$ cat src/rtl/vzs_pkg.sv
// shared types and constants for the varint / zigzag / fixed serializer
package vzs_pkg;

    typedef enum logic [2:0] {
        CMD_VARUINT = 3'd0,
        CMD_SINT64  = 3'd1,
        CMD_SINT32  = 3'd2,
        CMD_FIXED64 = 3'd3,
        CMD_FIXED32 = 3'd4
    } vzs_cmd_t;

    typedef enum logic {
        ST_IDLE = 1'b0,
        ST_EMIT = 1'b1
    } vzs_state_t;

    localparam int unsigned VAL_W     = 64;
    localparam int unsigned HALF_W    = 32;
    localparam int unsigned GROUP_W   = 7;
    localparam int unsigned BYTE_W    = 8;
    localparam int unsigned CNT_W     = 3;
    localparam logic [CNT_W-1:0] FIXED64_LAST = 3'd7;
    localparam logic [CNT_W-1:0] FIXED32_LAST = 3'd3;

    // controller to datapath
    typedef struct packed {
        logic load;
        logic shift;
    } vzs_ctl_t;

    // datapath to controller
    typedef struct packed {
        logic last;
    } vzs_sts_t;

    function automatic logic cmd_known(input logic [2:0] c);
        return (c == CMD_VARUINT) || (c == CMD_SINT64) || (c == CMD_SINT32)
            || (c == CMD_FIXED64) || (c == CMD_FIXED32);
    endfunction

endpackage

$ cat src/rtl/varint_zigzag_fixed_serializer.sv
// top level of the varint / zigzag / fixed wire-format serializer
// latency: first byte is valid the cycle after the request is taken
// throughput: one byte per cycle while out_ready is high; an item is 1 to 10 bytes,
//   and the next request is taken in the cycle its last byte is taken
// unknown commands are taken and dropped, producing no bytes
// reset (rst_n, async, active low) returns the controller to idle; no bytes pending
module varint_zigzag_fixed_serializer
    import vzs_pkg::*;
(
    input  logic              clk,
    input  logic              rst_n,
    input  logic              in_valid,
    output logic              in_ready,
    input  logic [2:0]        cmd,
    input  logic [VAL_W-1:0]  value,
    output logic              out_valid,
    input  logic              out_ready,
    output logic [BYTE_W-1:0] out_byte,
    output logic              last
);

    // command and status between controller and datapath
    vzs_ctl_t ctl;
    vzs_sts_t sts;

    // controller: idle / emit state machine, owns both handshakes
    vzs_ctrl u_ctrl (
        .clk       (clk),
        .rst_n     (rst_n),
        .in_valid  (in_valid),
        .cmd       (cmd),
        .out_ready (out_ready),
        .sts       (sts),
        .in_ready  (in_ready),
        .out_valid (out_valid),
        .ctl       (ctl)
    );

    // datapath: zigzag transform on load (signed forms only), then shifts out 7-bit groups
    // (varint) or whole bytes (fixed) from a 64-bit register
    vzs_dp u_dp (
        .clk      (clk),
        .cmd      (cmd),
        .value    (value),
        .ctl      (ctl),
        .sts      (sts),
        .out_byte (out_byte),
        .last     (last)
    );

endmodule

$ cat src/rtl/vzs_dp.sv
// datapath: operand transform, byte shift register and byte formatting
module vzs_dp
    import vzs_pkg::*;
(
    input  logic                clk,
    input  logic [2:0]          cmd,
    input  logic [VAL_W-1:0]    value,
    input  vzs_ctl_t            ctl,
    output vzs_sts_t            sts,
    output logic [BYTE_W-1:0]   out_byte,
    output logic                last
);

    logic [VAL_W-1:0]  val_reg, val_next;
    logic              fixed_reg, fixed_next;
    logic [CNT_W-1:0]  cnt_reg, cnt_next;

    logic [VAL_W-1:0]  load_val;
    logic              load_fixed;
    logic [CNT_W-1:0]  load_cnt;
    logic [HALF_W-1:0] w32;
    logic              rest_nz;

    assign w32 = value[HALF_W-1:0];

    always_comb
    begin
        load_val   = value;
        load_fixed = 1'b0;
        load_cnt   = FIXED64_LAST;
        unique case (cmd)
            CMD_VARUINT: load_val = value;
            CMD_SINT64:
            begin
                load_val = {value[VAL_W-2:0], 1'b0} ^ {VAL_W{value[VAL_W-1]}};
            end
            CMD_SINT32:
            begin
                load_val = {{(VAL_W-HALF_W){1'b0}},
                            ({w32[HALF_W-2:0], 1'b0} ^ {HALF_W{w32[HALF_W-1]}})};
            end
            CMD_FIXED64:
            begin
                load_fixed = 1'b1;
                load_cnt   = FIXED64_LAST;
            end
            CMD_FIXED32:
            begin
                load_val   = {{(VAL_W-HALF_W){1'b0}}, w32};
                load_fixed = 1'b1;
                load_cnt   = FIXED32_LAST;
            end
            default: load_val = value;
        endcase
    end

    // bits above the current varint group
    assign rest_nz = |val_reg[VAL_W-1:GROUP_W];

    always_comb
    begin
        if (fixed_reg)
        begin
            out_byte = val_reg[BYTE_W-1:0];
            last     = (cnt_reg == '0);
        end
        else
        begin
            out_byte = {rest_nz, val_reg[GROUP_W-1:0]};
            last     = !rest_nz;
        end
    end

    assign sts.last = last;

    always_comb
    begin
        val_next   = val_reg;
        fixed_next = fixed_reg;
        cnt_next   = cnt_reg;
        if (ctl.load)
        begin
            val_next   = load_val;
            fixed_next = load_fixed;
            cnt_next   = load_cnt;
        end
        else if (ctl.shift)
        begin
            if (fixed_reg)
            begin
                val_next = val_reg >> BYTE_W;
                cnt_next = cnt_reg - CNT_W'(1);
            end
            else
            begin
                val_next = val_reg >> GROUP_W;
            end
        end
    end

    always_ff @(posedge clk)
    begin
        val_reg   <= val_next;
        fixed_reg <= fixed_next;
        cnt_reg   <= cnt_next;
    end

endmodule

$ cat src/rtl/vzs_ctrl.sv
// controller: request handshakes and emit sequencing
module vzs_ctrl
    import vzs_pkg::*;
(
    input  logic       clk,
    input  logic       rst_n,
    input  logic       in_valid,
    input  logic [2:0] cmd,
    input  logic       out_ready,
    input  vzs_sts_t   sts,
    output logic       in_ready,
    output logic       out_valid,
    output vzs_ctl_t   ctl
);

    vzs_state_t state_reg, state_next;
    logic       in_fire;
    logic       out_fire;

    always_ff @(posedge clk or negedge rst_n)
    begin
        if (!rst_n)
        begin
            state_reg <= ST_IDLE;
        end
        else
        begin
            state_reg <= state_next;
        end
    end

    always_comb
    begin
        out_valid  = (state_reg == ST_EMIT);
        in_ready   = (state_reg == ST_IDLE) || (out_ready && sts.last);
        in_fire    = in_valid && in_ready;
        out_fire   = out_valid && out_ready;
        ctl.load   = in_fire && cmd_known(cmd);
        ctl.shift  = out_fire && !sts.last;
        state_next = state_reg;
        unique case (state_reg)
            ST_IDLE:
            begin
                if (ctl.load)
                begin
                    state_next = ST_EMIT;
                end
            end
            ST_EMIT:
            begin
                if (out_fire && sts.last)
                begin
                    state_next = ctl.load ? ST_EMIT : ST_IDLE;
                end
            end
            default: state_next = ST_IDLE;
        endcase
    end

endmodule

$ cat config.mk
export PLATFORM = sky130hd
export DESIGN_NAME = varint_zigzag_fixed_serializer
export DESIGN_NICKNAME = d
export VERILOG_FILES = /design/src/rtl/vzs_pkg.sv /design/src/rtl/varint_zigzag_fixed_serializer.sv /design/src/rtl/vzs_dp.sv /design/src/rtl/vzs_ctrl.sv
export SDC_FILE = /design/constraint.sdc
export NUM_CORES = 1
export LEC_CHECK = 0
export BUFFER_PORTS_ARGS = -buffer_cell sky130_fd_sc_hd__buf_2
export CAP_MARGIN = 20
export CORE_UTILIZATION = 52
export CTS_CLUSTER_SIZE = 28
export DETAILED_ROUTE_END_ITERATION = 8
export HOLD_SLACK_MARGIN = 0.08
export PLACE_DENSITY = 0.78
export RECOVER_POWER = 25
export SLEW_MARGIN = 20
export SYNTH_ARGS = -nofsm -noshare
export SYNTH_HDL_FRONTEND = slang
export SYNTH_SLANG_ARGS = --single-unit
$ cat constraint.sdc
create_clock -name clk -period 6 [get_ports clk]
set_clock_uncertainty 0.15 [all_clocks]
set_input_delay 1.2 -clock clk [delete_from_list [all_inputs] [get_ports clk]]
set_output_delay 1.2 -clock clk [all_outputs]
set_load 0.005 [all_outputs]
==> reports/qor.yml <==
syn-instance-count: 442
initial_core_util_pct: 54.5
fmax_mhz: 251
p_leak_nw: 2.53
required_ns: 4.65
cts.clk_slew.worst_paths_ns: 0.08
avgRoutedWirePerCell_um: 18.0
synth-seq-cells: 69
holdWs_ns: 0.406
synth-edff-count: 68
holdPathEnd: "u_dp.cnt_reg[0]"
r2r_end: "u_dp.val_reg[58]"
synth_top_area_cell: "edfxtp_1"
status: "finished with violations"
cp_max_fo: 4
drc: 0
timing_worst_setup_path_type: "reg -> out"
cts-root-buf: "clkbuf_8"
grt_max_degree: 69
largest_reg_flops: 64
nFillCells: 737
grt_pass1_wl_mm: 17.8
wl_mm: 11.0
h-tree-depth: 3
finalSetupViolCount: 0
design_area_sq_mm: 0.00537
vdd_drop_max_mv: 0.120
cts_tree: "yes"
grt_overflow: 0
io_pins: 82
syn_to_final_growth_pct: 11.4
cts_buffers: 9
synth-main-ff-cell: "edfxtp_1"
place_ws_ns: 2.14
worstMarginPinSlew_ns: 1.63
reg2reg_from: "u_dp.val_reg[7]"
maxCapViolCount: 1
nets: 567
syn_nets: 515
n_antenna_cell: 0
violations: "capacitance limit, slew limit"
ys_types: 39
dpl.hpwl_mm: 7.52
rsz0062_at_grt: "false"
firstDrtPassIters: 6
tns_ns: 0
syn_area_sq_mm: 0.00482
clock_path_buffers: 2
core_area_sq_mm: 0.00885
post_cts_buffers: 0
worst_setup_path_start_kind: "register"
drtIter0Drc: 217
hold_path.class: "reg -> reg"
synth.top_cell.area_share_pct: 42.3
instances_no_fill: 607
drv_slew: 65
ys_seq_area_share_pct: 42.9
synth_area_leaders: "edfxtp_1, mux2i_1, xor2_1"
power_mw: 1.20
viasPerCell: 6.19
dieArea_sq_mm: 0.00966
post-route-period-util_pct: 66.5
grt_use_total_pct: 23.3
cp-end-kind: "output port"
r2r_cells: 6
antenna_found_initial: 0
clock_latency_ns: 0.35
min_period_ns: 3.99
placedCellCount: 591
antenna_left: 0
maxSlewHeadroom_pct: -8.37
port_buffers: 81
finalHoldViolCount: 0
die_x_um: 98.3
drive_gt1_share_pct: 20.8
cts_sinks: 69
rrSetupSlack_ns: 2.11
yosysWarningCount: 0
critPathArrivalTime_ns: 2.64
grt_pass1_vias: 3669
p_per_area_mw_per_mm2: 224
place_congestion: 0.825
setup_ws_ns: 2.01
rows: 34
worstHoldStart: "u_dp.cnt_reg[0]"
async_flop_share_pct: 1.45
hold_buffers: 0
ctsResizeCount: 0
avgSynthCellArea_sq_um: 10.9
via_count: 3758
whs_path_depth: 1
dieHeight_um: 98.3
final_util_pct: 60.7
placed_area_sq_mm: 0.00521
==> Yosys cell counts (3+ instances only) <==
| master | number |
|---|---|
| buf_2 | 5 |
| nand2_1 | 9 |
| clkbuf_1 | 27 |
| nand3_1 | 3 |
| o21ai_0 | 3 |
| or4_1 | 5 |
| buf_4 | 7 |
| a221oi_1 | 30 |
| a21oi_1 | 5 |
| o21ai_1 | 4 |
| nor2b_1 | 3 |
| xor2_1 | 32 |
| nor4_1 | 10 |
| inv_1 | 5 |
| edfxtp_1 | 68 |
| buf_1 | 3 |
| nor2_1 | 50 |
| mux2i_1 | 114 |
| nand2b_1 | 3 |
| a22oi_1 | 32 |
==> cell usage in the layout, fill, tap and decap left out, types with 2 or more instances in the layout <==
cell type,synthesis,routed
a21oi_1,5,5
a221oi_1,30,30
a22oi_1,32,32
buf_2,5,79
buf_4,7,3
clkbuf_1,27,4
clkbuf_8,0,9
clkinv_2,0,4
edfxtp_1,68,68
ha_1,2,2
inv_1,5,5
mux2i_1,114,114
nand2_1,9,9
nand2b_1,3,3
nand3_1,3,3
nand3b_1,2,2
nand4_1,2,2
nor2_1,50,49
nor2b_1,3,3
nor4_1,10,11
o211ai_1,2,2
o21ai_0,3,4
o21ai_1,4,2
or4_1,5,5
xor2_1,32,32
==> metal layers <==
layer / track usage, % / vias up / routed length, um
met2: 39.4 / 125 / 5550
li1: - / 1804 / -
met4: 9.99 / 0 / 208
met1: 29.8 / 1810 / 4680
met5: 0 / - / 0
met3: 3.72 / 19 / 506
==> critical path: stages (launching register included) <==
cell and delay (ns):
edfxtp_1 0.44, or4_1 0.53, nor2_1 0.17, nand3_1 0.15
or4_1 0.59, a21oi_1 0.18, nand2b_1 0.11, buf_2 0.11
==> report_power, final <==
group | switching (mW) | total (mW) | internal, mW
Sequential | 0.0420 | 0.645 | 0.603
Clock | 0.180 | 0.327 | 0.147
Combinational | 0.127 | 0.229 | 0.102
Total | 0.349 | 1.20 | 0.852
==> layout make-up <==
type                    instances  area, sq um  area share, %
clock inverters                 5         27.5          0.512
flip-flops and latches         69         2070           38.5
multi-input cells             323         2560           47.6
repair buffers                 85          430           8.01
clock buffers                  11          131           2.44
inverters                       6         22.5          0.419
well taps                     108          135           2.51
==> how the worst max path moves through the flow <==
stage               startpoint  slack, ns  cells after the start               end
2_1_floorplan        out_ready       1.24                      2   u_dp.val_reg[0]
3_3_place_gp            cmd[2]       2.25                      6  u_dp.val_reg[47]
3_5_place_dp            cmd[2]       2.14                      6  u_dp.val_reg[46]
4_1_cts        u_dp.val_reg[7]       1.97                      7          in_ready
5_1_grt        u_dp.val_reg[7]       1.83                      7          in_ready
6_report       u_dp.val_reg[7]       2.01                      7          in_ready
==> kinds of logic after synthesis <==
family                   share of synthesized area [%]
AO/OA/AOI/OAI                                     13.2
XOR/XNOR                                          5.99
adder cells (fa/ha/maj)                          0.519
buffers and inverters                             4.88
flip-flops                                        42.9
multiplexers                                      23.7
AND/OR/NAND/NOR                                   8.95
No activity file was read; power rests on OpenSTA's default activity.
